<file path="src/hw/rtl/avs_pkg.sv">
// Shared types and constants for the ascending value sorter.
// Depends on nothing; imported by every sorter module.
`default_nettype none

package avs_pkg;

  localparam int MaxItems   = 64;
  localparam int ValueBits  = 32;
  localparam int DataBits   = 32;
  // Values are kept at no more than the port width.
  localparam int StoreBits  = (ValueBits < DataBits) ? ValueBits : DataBits;
  localparam int CountBits  = $clog2(MaxItems + 1);

  typedef enum logic {
    ST_LOAD,
    ST_DRAIN
  } avs_state_e;

  // Command broadcast from the controller to every cell.
  typedef struct packed {
    logic                 load;
    logic                 shift;
    logic [StoreBits-1:0] value;
  } avs_cmd_t;

endpackage

`default_nettype wire

</file>
<file path="src/hw/rtl/avs_cell.sv">
// One cell of the sorting chain: holds one value and its valid bit.
// Depends on avs_pkg.
`default_nettype none

module avs_cell import avs_pkg::*; (
  input  wire logic                 clk_i,
  input  wire logic                 rst_ni,
  input  wire avs_cmd_t             cmd_i,
  input  wire logic                 left_gt_i,
  input  wire logic [StoreBits-1:0] left_value_i,
  input  wire logic                 left_valid_i,
  input  wire logic [StoreBits-1:0] right_value_i,
  input  wire logic                 right_valid_i,
  output logic [StoreBits-1:0]      value_o,
  output logic                      valid_o,
  output logic                      gt_o
);

  logic [StoreBits-1:0] value_q, value_d;
  logic                 valid_q, valid_d;

  // An empty cell counts as larger than any incoming value.
  assign gt_o = !valid_q || ($signed(cmd_i.value) < $signed(value_q));

  always_comb begin
    value_d = value_q;
    valid_d = valid_q;
    if (cmd_i.shift) begin
      value_d = right_value_i;
      valid_d = right_valid_i;
    end else if (cmd_i.load && gt_o) begin
      if (left_gt_i) begin
        value_d = left_value_i;
        valid_d = left_valid_i;
      end else begin
        value_d = cmd_i.value;
        valid_d = 1'b1;
      end
    end
  end

  always_ff @(posedge clk_i or negedge rst_ni) begin
    if (!rst_ni) begin
      valid_q <= 1'b0;
    end else begin
      valid_q <= valid_d;
    end
  end

  always_ff @(posedge clk_i) begin
    value_q <= value_d;
  end

  assign value_o = value_q;
  assign valid_o = valid_q;

endmodule

`default_nettype wire

</file>
<file path="config.mk">
export PLATFORM = sky130hd
export DESIGN_NAME = avs_cell
export DESIGN_NICKNAME = d
export VERILOG_FILES = /design/src/hw/rtl/avs_pkg.sv /design/src/hw/rtl/avs_cell.sv
export SDC_FILE = /design/constraint.sdc
export NUM_CORES = 1
export LEC_CHECK = 0
export BUFFER_PORTS_ARGS = -buffer_cell sky130_fd_sc_hd__buf_2
export CAP_MARGIN = 20
export CORE_MARGIN = 2
export CORE_UTILIZATION = 25
export DETAILED_ROUTE_END_ITERATION = 8
export HOLD_SLACK_MARGIN = 0.06
export PLACE_DENSITY_LB_ADDON = 0.12
export REMOVE_ABC_BUFFERS = 1
export SYNTH_ARGS = -nofsm -noshare
export SYNTH_HDL_FRONTEND = slang
export SYNTH_SLANG_ARGS = --single-unit
</file>
<file path="constraint.sdc">
create_clock -name clk_i -period 8.5 [get_ports clk_i]
set_input_delay 0.85 -clock clk_i [delete_from_list [all_inputs] [get_ports clk_i]]
set_output_delay 0.85 -clock clk_i [all_outputs]
set_load 0.03 [all_outputs]
</file>
==> impl_metrics.tcl <==
set metrics [dict create \
    status "finished clean" \
    synthCells 263 \
    clkSlewWorstSetupHoldPaths_ns 0.07 \
    worst_slew_pin_slew_ns 1.02 \
    cts_buffer_depth 2 \
    dp_hpwl_um 5460 \
    reg2reg_to "value_o[9]" \
    fmax_ghz 0.276 \
    wire_per_inst_um 12.7 \
    worstPathRequired_ns 7.65 \
    synth_top_area_cell "edfxtp_1" \
    critPathBufInv 2 \
    drtIter0Drc 52 \
    grt_max_degree 70 \
    via_per_inst 4.28 \
    cts_max_level 2 \
    yosysSeqAreaShare_pct 39.5 \
    setup_tns_ns 0 \
    finalMaxSlewViolations 0 \
    r2r_cells 9 \
    grt_usage_pct 12.6 \
    rows 36 \
    wirelength_um 6750 \
    cp.depth 8 \
    met1Wirelength_um 3050 \
    crit_start "cmd_i[7]" \
    cp_slowest_cell "o311a_1" \
    crit_end "gt_o" \
    root_buffer "clkbuf_8" \
    synth.top_cell.area_share_pct 38.5 \
    die_x_um 104 \
    ant_nets 0 \
    syn-cell-area_um2 2500 \
    gp_congestion 0.721 \
    synthMuxAreaShare_pct 13.3 \
    cts_resized 0 \
    yosys-top-cells-area "edfxtp_1 (38%), ha_1 (16%), mux2i_1 (13%), o21ai_0 (7.0%), nand2_1 (6.3%)" \
    cts_made_buffers 5 \
    fin_skew_ns 0.00859 \
    grt_antenna_before_repair 0 \
    fin_cells 530 \
    cts_setup_buffers 0 \
    p_int_uw 350 \
    grt-ovfl-total 0 \
    finalPower_uw 558 \
    die_area_um2 10800 \
    p_leak_uw 0.00175 \
    fin_area_um2 3400 \
    final_util_pct 35.0 \
    r2r_start "value_o[31]" \
    num_io_pins 137 \
    power_frac_clock_pct 19.6 \
    layout.nets 531 \
    ys_types 33 \
    synth_area_per_cell_um2 9.50 \
    crit_arrival_ns 2.77 \
    route.met2.wl_um 3120 \
    syn_to_final_growth_pct 36.1 \
    vias 2269 \
    grt_pass1_vias 2279 \
    p_seq_share_pct 40.4 \
    coreArea_um2 9730 \
    crit_top_cell "buf_2" \
    cp_cell_sequence "buf_2 > ha_1 > nand4_1 > o311a_1 > o41ai_2 > a21oi_1 > mux2_1 > buf_2" \
    p_sw_uw 208 \
    swShare_pct 37.3 \
    synth-xor-area-share_pct 0 \
    synth-simple-area-share_pct 11.2 \
    critPathLaunchType "input pin" \
    dpl_cell_area_um2 3310 \
    rsz0062_at_grt "false" \
    path_max_fanout 3 \
    top_layer "met4" \
    synth_top_family_by_area "adder cells" \
    firstDrtPassIters 4 \
    hp-class "input pin to asynchronous set/reset pin" \
    synthesis.yosys.warnings 0 \
    die_h_um 104 \
    holdBufCountCts 0 \
    r2r_setup_slack_ns 5.59 \
    synthAdderAreaFrac_pct 15.5 \
    p_comb_share_pct 40.0 \
    cp-end-kind "output port" \
    cts.sinks 33 \
    max_stage_delay_ns 0.38 \
    maxCapViolations 0 \
    antenna_cells 0 \
    grt_pass1_wl_um 11000 \
    path_class "input pin to output port" \
    insertion_delay_ns 0.28 \
    peakVddDrop_mv 0.0692 \
    dp_cells 522 \
    drive_gt1_share_pct 36.8 \
    wl_met3_um 547 \
    start_util_pct 25.7 \
    max_slew_margin_pct 32.0 \
    fin_crit_ns 3.62 \
    finalHoldViolCount 0 \
    io_buffers 136 \
    period_share_pct 42.6 \
    synth-compound-area-share_pct 14.0 \
    drc 0 \
    synth-seq-cells 33 \
    power_density_nw_per_um2 164 \
    crit_family "compound AO/OA/AOI/OAI gates" \
    cts_tree "built" \
    finalSetupViolCount 0 \
]
through the flow:
stage / hold slack (ns) / setup WS [ns]
finish: 0.334 / 4.88
global route: 0.314 / 4.75
CTS: 0.319 / 4.83
detailed placement: 0.628 / 4.58
global placement: 0.626 / 4.64
floorplan: 0.554 / 3.84
cell type report:
class                      instances  area, µm²
clock buffer                       6       72.6
clock inverter                     1       3.75
multi-input combinational        187       1350
fill                            1084       6330
sequential                        33        986
tap                              133        166
inverter                          32        120
timing repair buffer             138        699
Yosys cell counts:
| library cell | n |
|---|---|
| nand2_1 | 42 |
| o21ai_0 | 35 |
| edfxtp_1 | 32 |
| inv_1 | 32 |
| mux2i_1 | 32 |
| ha_1 | 31 |
| a21oi_1 | 13 |
| clkbuf_1 | 8 |
| nand4_1 | 6 |
| nor2_1 | 4 |
| buf_2 | 3 |
| nand2b_1 | 2 |
| nand3_1 | 2 |
| nor3_1 | 2 |
| a211o_1 | 1 |
| a211oi_1 | 1 |
| a21o_1 | 1 |
| a221o_1 | 1 |
| a221oi_2 | 1 |
| a31oi_1 | 1 |
| and3_1 | 1 |
| and3b_1 | 1 |
| dfrtp_1 | 1 |
| mux2_1 | 1 |
| nor4_1 | 1 |
| nor4b_1 | 1 |
| o211ai_1 | 1 |
| o21ai_1 | 1 |
| o22ai_1 | 1 |
| o2bb2ai_1 | 1 |
| o311a_1 | 1 |
| o41ai_2 | 1 |
| or3_1 | 1 |
how the worst min path moves through the flow:
stage | from | to | slack (ns) | cells past startpoint
2_1_floorplan | rst_ni | valid_o | 0.55 | 0
3_3_place_gp | rst_ni | valid_o | 0.63 | 1
3_5_place_dp | rst_ni | valid_o | 0.63 | 1
4_1_cts | rst_ni | valid_o | 0.32 | 1
5_1_grt | rst_ni | valid_o | 0.31 | 1
6_report | rst_ni | valid_o | 0.33 | 1
routing by layer:
metal	track usage, %	vias to the layer above
li1	-	1207
met1	16.0	972
met2	20.9	88
met3	4.26	2
met4	2.61	0
met5	0	-
cell families (layout without fill, tap and decap cells):
| kind of cell | Yosys count | after routing |
|---|---|---|
| compound gates | 60 | 60 |
| fa+ha+maj | 31 | 31 |
| buf+inv | 43 | 177 |
| flops | 33 | 33 |
| mux | 33 | 33 |
| simple gates | 63 | 63 |
state kept, by name, indices dropped and copies added (netlist names):
register,cells
value_o,32
valid_o,1
worst reg2reg max path, cell delays in order (launching register included):
cell and delay [ns]:
edfxtp_1 0.34, inv_1 0.04, ha_1 0.37, nand4_1 0.20, nor3_1 0.22, nand2_1 0.07
o211ai_1 0.18, nor4b_1 0.14, nor3_2 0.61, buf_4 0.39
power by group through the flow:
| stage | Sequential, µW | Clock [µW] | Combinational [µW] |
|---|---|---|---|
| after floorplan | 279 | 0 | 89.4 |
| after global placement | 230 | 0 | 223 |
| after detailed placement | 230 | 0 | 226 |
| after CTS | 227 | 116 | 226 |
| after global routing | 230 | 123 | 250 |
| final | 225 | 110 | 223 |
placed cells by master, fill, tap and decap left out, types with 2 or more instances in the layout:
master and count:
nand4_1 6, nand2b_1 2, nand3_1 2, buf_2 136
inv_1 32, a21oi_1 13, mux2i_1 32, nand2_1 42
clkbuf_8 5, o21ai_0 35, ha_1 31, nor2_1 4
edfxtp_1 32
No activity file was read; power rests on OpenSTA's default activity.
