==> config.mk <==
export PLATFORM = sky130hd
export DESIGN_NAME = avs_ctrl
export DESIGN_NICKNAME = d
export VERILOG_FILES = /design/src/hw/rtl/avs_pkg.sv /design/src/hw/rtl/avs_ctrl.sv
export SDC_FILE = /design/constraint.sdc
export NUM_CORES = 1
export LEC_CHECK = 0
export BUFFER_PORTS_ARGS = -buffer_cell sky130_fd_sc_hd__clkbuf_2
export CORE_MARGIN = 4
export CORE_UTILIZATION = 35
export CTS_BUF_LIST = sky130_fd_sc_hd__clkbuf_4
export DETAILED_ROUTE_END_ITERATION = 8
export HOLD_SLACK_MARGIN = 0.03
export PLACE_DENSITY = 0.78
export SKIP_CTS_REPAIR_TIMING = 1
export SLEW_MARGIN = 25
export SYNTH_ARGS = -nofsm -noshare
export SYNTH_HDL_FRONTEND = slang
export SYNTH_SLANG_ARGS = --single-unit
==> constraint.sdc <==
create_clock -name clk_i -period 1.35 [get_ports clk_i]
set_input_delay 0.2025 -clock clk_i [delete_from_list [all_inputs] [get_ports clk_i]]
set_output_delay 0.2025 -clock clk_i [all_outputs]
set_load 0.02 [all_outputs]
==> src/hw/rtl/avs_pkg.sv <==
// Shared types and constants for the ascending value sorter.
// Depends on nothing; imported by every sorter module.
`default_nettype none

package avs_pkg;

  localparam int MaxItems   = 64;
  localparam int ValueBits  = 32;
  localparam int DataBits   = 32;
  // Values are kept at no more than the port width.
  localparam int StoreBits  = (ValueBits < DataBits) ? ValueBits : DataBits;
  localparam int CountBits  = $clog2(MaxItems + 1);

  typedef enum logic {
    ST_LOAD,
    ST_DRAIN
  } avs_state_e;

  // Command broadcast from the controller to every cell.
  typedef struct packed {
    logic                 load;
    logic                 shift;
    logic [StoreBits-1:0] value;
  } avs_cmd_t;

endpackage

`default_nettype wire

==> src/hw/rtl/avs_ctrl.sv <==
// Controller of the sorter: fill count, drop mark, drain sequencing and result flags.
// Depends on avs_pkg.
`default_nettype none

module avs_ctrl import avs_pkg::*; (
  input  wire logic                 clk_i,
  input  wire logic                 rst_ni,
  input  wire logic                 start_i,
  input  wire logic                 set_end_i,
  input  wire logic [StoreBits-1:0] value_i,
  output avs_cmd_t                  cmd_o,
  output logic                      busy_o,
  output logic                      strobe_o,
  output logic                      final_o,
  output logic                      overflow_o
);

  avs_state_e           state_q, state_d;
  logic [CountBits-1:0] count_q, count_d;
  logic                 drop_q, drop_d;
  logic                 strobe_q, strobe_d;
  logic                 final_q, final_d;
  logic                 ovf_q, ovf_d;
  logic                 accept;
  logic                 room;

  assign accept = start_i && (state_q == ST_LOAD);
  assign room   = (count_q < CountBits'(MaxItems));

  always_comb begin
    state_d     = state_q;
    count_d     = count_q;
    drop_d      = drop_q;
    strobe_d    = 1'b0;
    final_d     = 1'b0;
    ovf_d       = 1'b0;
    cmd_o.load  = 1'b0;
    cmd_o.shift = 1'b0;
    cmd_o.value = value_i;
    case (state_q)
      ST_LOAD: begin
        if (accept) begin
          if (room) begin
            cmd_o.load = 1'b1;
            count_d    = count_q + CountBits'(1);
          end else begin
            drop_d = 1'b1;
          end
          if (set_end_i) begin
            state_d = ST_DRAIN;
          end
        end
      end
      ST_DRAIN: begin
        cmd_o.shift = 1'b1;
        strobe_d    = 1'b1;
        ovf_d       = drop_q;
        final_d     = (count_q == CountBits'(1));
        count_d     = count_q - CountBits'(1);
        if (count_q == CountBits'(1)) begin
          state_d = ST_LOAD;
          drop_d  = 1'b0;
        end
      end
      default: begin
        state_d = ST_LOAD;
      end
    endcase
  end

  always_ff @(posedge clk_i or negedge rst_ni) begin
    if (!rst_ni) begin
      state_q  <= ST_LOAD;
      count_q  <= '0;
      drop_q   <= 1'b0;
      strobe_q <= 1'b0;
      final_q  <= 1'b0;
      ovf_q    <= 1'b0;
    end else begin
      state_q  <= state_d;
      count_q  <= count_d;
      drop_q   <= drop_d;
      strobe_q <= strobe_d;
      final_q  <= final_d;
      ovf_q    <= ovf_d;
    end
  end

  assign busy_o     = (state_q == ST_DRAIN);
  assign strobe_o   = strobe_q;
  assign final_o    = final_q;
  assign overflow_o = ovf_q;

endmodule

`default_nettype wire

==> summary.md, run 1 <==
| Metric | Value |
|---|---|
| Outcome | `complete, but fails checks` |
| Failing checks | `negative setup slack` |
| Setup-failing EPs final | `7` |
| Post-Syn Nets | `127` |
| Clock buffer count from CTS | `3` |
| Cell count after synthesis | `88` |
| CP peak stage delay | `0.56 ns` |
| Clock transition at the registers of the reported paths | `0.08 ns` |
| EDFF count, synth | `0` |
| Synthesized area | `863.3 um^2` |
| Site row count | `17` |
| Final worst-path cycle share | `106.2%` |
| Vias post-DR | `494` |
| Clock sink count | `12` |
| Starting density of the core | `37.93%` |
| Netlist cell types | `26` |
| Post-synthesis async set-or-reset flop share | `100.0%` |
| Startpoint types | `flip-flop` |
| Commonest non-fill, non-tap cell in the layout | `dfrtp_1` |
| Maximum clock frequency | `697.4 MHz` |
| Vias in the first global route | `516` |
| Clock latency at the later pin of the worst-skew pair | `0.27 ns` |
| R2r endpoint | `count_q[6]` |
| YS warnings | `0` |
| Area leader, netlist | `dfrtp_1` |
| Largest net degree at the start of global routing | `16` |
| RSZ-0062 raised after global routing | `yes` |
| Port bufs | `9` |
| Setup crit start | `count_q[5]` |
| Crit path capture | `count_q[6]` |
| Highest-count cells in the layout ignoring fill and taps | `dfrtp_1 (11), clkbuf_2 (8), buf_4 (7)` |
| Worst slew margin | `80.62%` |
| Layout cell share with drive strength beyond 1 | `38.16%` |
| Worst setup margin | `-0.08381 ns` |
| Synth-to-Final Area Change | `-4.348%` |
| Seq/Total Area, Yosys | `34.78%` |
| Bufs and invs on worst path | `0` |
| Die Y | `57.67 um` |
| Io pins | `74` |
| Initial antenna violation count | `0` |
| CP top delay family | `simple AND/OR/NAND/NOR gates` |
| Routability congestion estimate | `0.9097` |
| Critical path depth | `3` |
| Lkg Pwr | `0.0003730 uW` |
| Max Root-Sink Buffers | `2` |
| Yosys reg bits | `12` |
| PD cells | `1991 nW/um^2` |
| Worst-path cell chain | `or4_4 -> o22a_1 -> o31ai_1` |
| Top_reg_cell synth | `dfrtp_1` |
| Final Hold Viols | `0` |
| Global-route wire length before repair | `2.380 mm` |
| Post-DRT Antenna Nets | `0` |
| Antenna fix cells | `0` |
| Final #Nets | `116` |
| Arrival @ worst endpoint | `1.61 ns` |
| Final Util | `36.28%` |
| Largest cells by area after synthesis | `dfrtp_1 (35%), buf_4 (29%), ha_1 (4.3%)` |
| Hpwl dp | `1.119 mm` |
| CTS tree | `built` |
| Placed insts | `99` |
| Max_cap viols | `0` |
| WL/cell | `14.75 um` |
| Post-Route WL | `1.534 mm` |
| Non-Filler Instances | `104` |
| Synth top area share | `34.78%` |
| Die ar. | `3325 um^2` |
| Reg-to-Reg Start | `count_q[5]` |
| Die Wd | `57.67 um` |
| Post-DR vias/cell | `4.750` |
| Clk_skew | `0.0001970 ns` |
| Max-slew violation count | `0` |
| Worst min-delay path category | `in -> reg` |
| Worst slew pin tran | `0.2907 ns` |
| R2R cell count | `3` |
| Mean post-synth cell area | `9.811 um^2` |
| R2R Setup Slk | `-0.08 ns` |
| Fin crit period | `1.434 ns` |
| Global Route Usage Sum | `9.515%` |
| Maximum vdd drop | `0.7301 mV` |
| CP max-delay cell | `or4_4` |
| Fill cells | `224` |
| CTS root buf | `clkbuf_4` |
| Setup CP Type | `reg -> reg` |
| Initial DRT Pass Iterations | `4` |
| Crit path max fanout | `3` |
| Detailed Route Iter0 Violations | `6` |
| CP Capture Type | `flip-flop` |
| Required @ worst endpoint | `1.53 ns` |
| H-Tree Depth | `1` |
| Tot Pwr | `1644 uW` |
| Hold slack | `0.1505 ns` |
| Detailed-route DRC error count | `0` |
| Core area | `2276 um^2` |
| Grt ovf | `0` |
==> metal layers <==
| metal | vias to the layer above | wire length [um] | track usage [%] |
|---|---|---|---|
| met5 | - | 0 | 0 |
| met4 | 0 | 46 | 6.954 |
| met3 | 11 | 206 | 7.127 |
| met2 | 27 | 739 | 14.03 |
| met1 | 220 | 540 | 9.029 |
| li1 | 236 | - | - |
==> registers in the layout, summed over array words and instances (netlist names) <==
signal      count
busy_o          1
count_q         7
drop_q          1
final_o         1
overflow_o      1
strobe_o        1
==> per-stage QoR <==
step | TNS (ns) | worst slack [ns] | cell area, um^2
finish | -0.3018 | -0.08381 | 825.8
global route | -0.7498 | -0.1174 | 825.8
CTS | -0.4576 | -0.1610 | 788.3
detailed placement | -0.1865 | -0.06065 | 762.0
global placement | -0.05360 | -0.02913 | 762.0
floorplan | -0.07236 | -0.03387 | 874.6
==> tightest hold or removal path: cells and delay by family <==
family | cells | cell delay [ns]
mux | 1 | 0.06
buf+inv | 1 | 0.08
simple gates | 1 | 0.05
==> cells in the mapped netlist, drive strengths merged (2+ instances only) <==
cell and n:
dfrtp 12, nand2 3, nand4b 3, nor3b 2, and2 2, xnor2 3, o21ai 2, o22ai 2
mux2i 3, ha 3, buf 33, inv 3, a21oi 2, nor2 2, xor2 2
==> cell type report <==
| cell class | instances | area [um^2] | share of cell area, % |
|---|---|---|---|
| timing repair buffer | 18 | 125.1 | 15.15 |
| clock buffer | 3 | 22.52 | 2.727 |
| clock inverter | 1 | 3.754 | 0.4545 |
| multi-input combinational | 39 | 326.6 | 39.55 |
| inverter | 3 | 11.26 | 1.364 |
| sequential | 12 | 301.5 | 36.52 |
| tap | 28 | 35.03 | 4.242 |
==> logic make-up (layout without fill, tap and decap cells) <==
kind of cell	count (synthesis)	in the layout	synth area share [%]
adders and majority gates	3	3	4.348
xor gates and xnor gates	5	5	5.073
DFF	12	12	34.78
muxes	3	3	3.478
AOI/OAI and AO/OA	9	9	6.522
and+or+nand+nor	19	19	15.36
buffers and inverters	37	25	30.43
==> worst min-delay path by stage <==
| stage | startpoint | end | slack [ns] | cells past startpoint |
|---|---|---|---|---|
| final | set_end_i | busy_o | 0.15 | 3 |
| after floorplan | rst_ni | busy_o | -0.09 | 0 |
| after global placement | rst_ni | strobe_o | 0.10 | 1 |
| after CTS | rst_ni | count_q[2] | -0.20 | 1 |
| after detailed placement | rst_ni | count_q[4] | 0.10 | 1 |
| after global routing | set_end_i | busy_o | 0.17 | 3 |
==> where the power goes <==
part	switching (uW)	internal [uW]	leakage (uW)
clock network	121	107	0.0000154
logic	361	414	0.000228
registers	134	507	0.000130
total	616	1030	0.000373
No activity file was read; power rests on OpenSTA's default activity.
==> run 2, diff against run 1 <==
--- a/config.mk
+++ b/config.mk
@@ -12,6 +12,7 @@
 export DETAILED_ROUTE_END_ITERATION = 8
 export HOLD_SLACK_MARGIN = 0.03
 export PLACE_DENSITY = 0.78
+export SETUP_SLACK_MARGIN = 0.3
 export SKIP_CTS_REPAIR_TIMING = 1
 export SLEW_MARGIN = 25
 export SYNTH_ARGS = -nofsm -noshare
==> run 2 against run 1 <==
The flow still finishes with violations (negative setup slack). Wire length up 13%. Clock-buffer cell count unchanged. Non-clock buffer count up 6. Register-to-register slack worse by 0.06 ns. Die area unchanged. Sequential share of layout area down 3.7 points. Clock power up 4%. Sequential power down 0.6%. Global-route usage up 0.66 points. Via count up 11%. Combinational power up 13%. Highest routed layer unchanged.
==> summary.md, run 2 (same netlist as run 1, synthesis figures left out) <==
| Metric | Value |
|---|---|
| Die ar. | `3325 um^2` |
| Pint | `1085 uW` |
| Detailed Route Iter0 Violations | `3` |
| Crit path max fanout | `3` |
| Failing checks | `negative setup slack` |
| Max-slew violation count | `0` |
| Global-route wire length before repair | `2.573 mm` |
| Outcome | `complete, but fails checks` |
| Final Util | `40.19%` |
| Largest register FFs | `7` |
| Pre-CTS WS | `-0.05093 ns` |
| Port bufs | `9` |
| Largest net degree at the start of global routing | `16` |
| Clock share of power | `13.5%` |
| Fin crit period | `1.491 ns` |
| Layout cell share with drive strength beyond 1 | `43.90%` |
| Post-DRT Antenna Nets | `0` |
| Antenna fix cells | `0` |
| Sw power | `665.8 uW` |
| Net Sw Frac | `38.02%` |
| CP Capture Type | `flip-flop` |
| Fill cells | `207` |
| Hold slack | `0.1389 ns` |
| Synth-to-Final Area Change | `5.942%` |
| Post-Route WL | `1.733 mm` |
| Io pins | `74` |
| Starting density of the core | `37.93%` |
| Die Wd | `57.67 um` |
| Hpwl dp | `1.156 mm` |
| Worst min-delay path category | `in -> reg` |
| Vias post-DR | `547` |
| Initial DRT Pass Iterations | `3` |
| Clock transition at the registers of the reported paths | `0.08 ns` |
| Maximum clock frequency | `670.7 MHz` |
| Initial antenna violation count | `0` |
| Final #Nets | `122` |
| Fin Setup TNS | `-0.3905 ns` |
| Global Route Usage Sum | `10.18%` |
| Worst setup margin | `-0.1411 ns` |
| H-Tree Depth | `1` |
| RSZ-0062 raised after global routing | `yes` |
| Top reg by flops | `count_q` |
| Worst slew pin tran | `0.3590 ns` |
| Post-DR vias/cell | `4.973` |
| Clock sink count | `12` |
| Setup CP Type | `reg -> reg` |
| Die Y | `57.67 um` |
| Clock buffer count from CTS | `3` |
| Max_cap viols | `0` |
| Max Root-Sink Buffers | `2` |
| WL/cell | `15.75 um` |
| CTS root buf | `clkbuf_4` |
| Site row count | `17` |
| Lkg Pwr | `0.0004213 uW` |
| Worst slew margin | `76.06%` |
| Clock latency at the later pin of the worst-skew pair | `0.28 ns` |
| Highest-count cells in the layout ignoring fill and taps | `dfrtp_1 (12), buf_4 (10), clkbuf_2 (6), buf_6 (6)` |
| Seq pwr share | `36.3%` |
| Arrival @ worst endpoint | `1.67 ns` |
| Final worst-path cycle share | `110.4%` |
| Required @ worst endpoint | `1.53 ns` |
| Core area | `2276 um^2` |
| Maximum vdd drop | `0.6753 mV` |
| Logic pwr share | `50.1%` |
| Detailed-route DRC error count | `0` |
| Vias in the first global route | `558` |
| Setup-failing EPs final | `7` |
| PD cells | `1915 nW/um^2` |
| Commonest non-fill, non-tap cell in the layout | `dfrtp_1` |
| Final Hold Viols | `0` |
| Clk_skew | `0.004669 ns` |
| Grt ovf | `0` |
| Startpoint types | `flip-flop` |
| Routability congestion estimate | `0.9292` |
| CTS tree | `built` |
==> run 2: cell types whose count changed in the layout (fill, tap and decap cells not counted), sizes merged <==
cell and change:
buf +8, clkbuf -2
==> run 2: per-stage QoR <==
stage                     std cells  total power, uW  area, um^2
final                           110             1751       914.6
after CTS                       103             1615       788.3
after global placement           99             1344       762.0
after detailed placement         99             1372       762.0
after global routing            110             1882       914.6
after floorplan                  88             1200       874.6
==> run 2: critical path, stage by stage (launching register included) <==
cell	delay, ns
dfrtp_1	0.38
or4_4	0.56
o22a_1	0.22
o31ai_1	0.23
==> run 2: worst paths after layout <==
path                             from          to  slack [ns]  cells after the start
max                        count_q[5]  count_q[6]       -0.14                      3
min                         set_end_i      busy_o        0.14                      3
max reg2reg                count_q[5]  count_q[6]       -0.14                      3
min reg2reg                    drop_q  overflow_o        0.53                      1
max in group asynchronous      rst_ni  overflow_o        0.79                      2
min in group asynchronous      rst_ni  count_q[2]        0.33                      2
==> run 2: area by class of cell <==
type	count	area, um^2	area share, %
tap	28	35.03	3.830
clock buffer	3	22.52	2.462
timing repair buffer	24	197.7	21.61
multi-input combinational	39	344.1	37.62
clock inverter	1	3.754	0.4104
sequential	12	300.3	32.83
inverter	3	11.26	1.231
==> run 2: power groups by stage <==
stage	logic [uW]	clock network, uW	registers [uW]
after detailed placement	749	0	623
after global placement	723	0	621
final	878	237	636
after global routing	968	259	655
after CTS	752	246	617
after floorplan	518	0	683
==> run 2: per-layer routing <==
layer / vias to the layer above / part of all wire [%] / global-route usage (%)
met5: - / 0 / 0
met4: 0 / 3.9 / 7.947
met3: 11 / 11 / 5.568
met2: 34 / 48 / 15.32
met1: 254 / 37 / 10.44
li1: 248 / - / -
==> run 3, diff against run 2 <==
--- a/config.mk
+++ b/config.mk
@@ -5,13 +5,14 @@
 export SDC_FILE = /design/constraint.sdc
 export NUM_CORES = 1
 export LEC_CHECK = 0
+export ABC_AREA = 1
 export BUFFER_PORTS_ARGS = -buffer_cell sky130_fd_sc_hd__clkbuf_2
 export CORE_MARGIN = 4
-export CORE_UTILIZATION = 35
+export CORE_UTILIZATION = 36
 export CTS_BUF_LIST = sky130_fd_sc_hd__clkbuf_4
 export DETAILED_ROUTE_END_ITERATION = 8
 export HOLD_SLACK_MARGIN = 0.03
-export PLACE_DENSITY = 0.78
+export PLACE_DENSITY = 0.77
 export SETUP_SLACK_MARGIN = 0.3
 export SKIP_CTS_REPAIR_TIMING = 1
 export SLEW_MARGIN = 25
==> run 3 against run 2 <==
The flow now finishes without violations. Critical path type is now reg -> out. Critical path depth up 1. Power down 2.9%. Register-to-register slack better by 0.31 ns.
==> summary.md, run 3 <==
| Metric | Value |
|---|---|
| Die ar. | `3476 um^2` |
| PD cells | `1766 nW/um^2` |
| Final Hold Viols | `0` |
| Post-synthesis async set-or-reset flop share | `100.0%` |
| Core area | `2477 um^2` |
| Fin crit period | `1.308 ns` |
| Largest net degree at the start of global routing | `13` |
| Clock buffer count from CTS | `3` |
| Clock sink count | `12` |
| Required @ worst endpoint | `1.15 ns` |
| Detailed-route DRC error count | `0` |
| Startpoint types | `flip-flop` |
| Final worst-path cycle share | `96.90%` |
| Max Root-Sink Buffers | `2` |
| R2R Setup Slk | `0.17 ns` |
| Grt ovf | `0` |
| Top_reg_cell synth | `dfrtp_1` |
| Commonest non-fill, non-tap cell in the layout | `nand2_1` |
| Netlist cell types | `19` |
| Detailed Route Iter0 Violations | `27` |
| Starting density of the core | `37.73%` |
| Highest-count cells in the layout ignoring fill and taps | `nand2_1 (27), buf_4 (11), inv_1 (9), dfrtp_1 (8), nand3_1 (7)` |
| Setup CP Type | `reg -> out` |
| Post-DR vias/cell | `4.736` |
| CTS tree | `built` |
| Largest register FFs | `7` |
| Yosys reg bits | `12` |
| Synth top area share | `32.13%` |
| Arrival @ worst endpoint | `1.11 ns` |
| Largest cells by area after synthesis | `dfrtp_1 (32%), buf_4 (27%), nand2_1 (11%)` |
| RSZ-0062 raised after global routing | `yes` |
| CTS root buf | `clkbuf_4` |
| Top reg by flops | `count_q` |
| Synth-to-Final Area Change | `3.079%` |
| Post-Route WL | `1.704 mm` |
| Port bufs | `9` |
| Final Util | `38.89%` |
| Die Wd | `58.96 um` |
| Hpwl dp | `1.148 mm` |
| Initial DRT Pass Iterations | `4` |
| Mean post-synth cell area | `7.661 um^2` |
| Worst min-delay path category | `in -> reg` |
| Worst slew pin tran | `0.3137 ns` |
| Hold slack | `0.1554 ns` |
| Top-count cell post-synth | `buf_4` |
| WL/cell | `11.83 um` |
| Lkg Pwr | `0.0004876 uW` |
| Commonest cells in the synthesized netlist | `buf_4 (33), nand2_1 (28), dfrtp_1 (12), inv_1 (12), nand3_1 (8)` |
| H-Tree Depth | `1` |
| Clock latency at the later pin of the worst-skew pair | `0.28 ns` |
| Clk_skew | `0.004571 ns` |
| CP Capture Type | `output port` |
| Max-slew violation count | `0` |
| Io pins | `74` |
| Post-Syn Nets | `161` |
| Cell count after synthesis | `122` |
| EDFF count, synth | `0` |
| Maximum clock frequency | `764.4 MHz` |
| Maximum vdd drop | `0.7088 mV` |
| Max_cap viols | `0` |
| Site row count | `18` |
| Worst slew margin | `79.08%` |
| Clock transition at the registers of the reported paths | `0.08 ns` |
| Die Y | `58.96 um` |
| Initial antenna violation count | `0` |
| Post-DRT Antenna Nets | `0` |
| Synthesized area | `934.6 um^2` |
| Vias in the first global route | `626` |
| Seq/Total Area, Yosys | `32.13%` |
| Layout cell share with drive strength beyond 1 | `38.60%` |
| Area leader, netlist | `dfrtp_1` |
| Crit path max fanout | `3` |
| Global-route wire length before repair | `2.490 mm` |
| Setup-failing EPs final | `0` |
| Global Route Usage Sum | `9.524%` |
| Vias post-DR | `682` |
| Antenna fix cells | `0` |
| Final #Nets | `154` |
| YS warnings | `0` |
| Routability congestion estimate | `0.8657` |
| Outcome | `finished, final reports clean` |
[run 3: path summary, 6_finish.rpt]
path                            start          to  depth (start not counted)
hold / removal              set_end_i      busy_o                          3
hold reg to reg                drop_q  overflow_o                          2
min in group asynchronous      rst_ni  count_q[1]                          2
setup / recovery           count_q[6]   cmd_o[33]                          4
max in group asynchronous      rst_ni  count_q[3]                          2
setup reg to reg           count_q[6]  count_q[5]                          9
[run 3: metal layers]
metal	routed length (um)	GRT usage, %	vias to the layer above
met4	83	9.061	0
met3	151	3.728	15
li1	-	-	327
met5	0	0	-
met2	808	14.35	32
met1	661	9.960	308
[run 3: area by class of cell]
class                      instances  area, um^2
tap                               30       37.54
inverter                          14       55.05
clock buffer                       3       22.52
multi-input combinational         61       360.3
sequential                        12       305.3
clock inverter                     1       3.754
fill                             251        1514
timing repair buffer              23       178.9
[run 3: report_power, final]
| group | internal [uW] | total (uW) | leakage [uW] | switching, uW |
|---|---|---|---|---|
| clock | 107 | 241 | 0.0000154 | 134 |
| sequential | 479 | 624 | 0.000123 | 146 |
| combinational | 413 | 835 | 0.000349 | 422 |
[run 3: logic make-up (layout without fill, tap and decap cells)]
logic type                 after synthesis  in the layout  synth area share (%)
and+or+nand+nor                         50             50                 23.96
buffers and inverters                   49             41                 33.87
DFF                                     12             12                 32.13
AOI/OAI and AO/OA                        5              5                 3.212
adders and majority gates                3              3                 4.016
xor gates and xnor gates                 3              3                 2.812
[run 3: critical path, stage by stage (launching register included)]
cell,delay [ns]
dfrtp_1,0.40
inv_2,0.10
nand2_4,0.06
nor2_4,0.12
buf_6,0.13
[run 3: metrics by stage]
stage	worst slack, ns	TNS, ns	area [um^2]	total power (uW)	cells
finish	0.04180	0	963.4	1701	144
global route	0.006666	0	963.4	1839	144
CTS	-0.08402	-0.08402	803.3	1447	131
detailed placement	0.1652	0	777.0	1210	127
global placement	0.1914	0	777.0	1180	127
floorplan	0.1869	0	957.2	1248	122
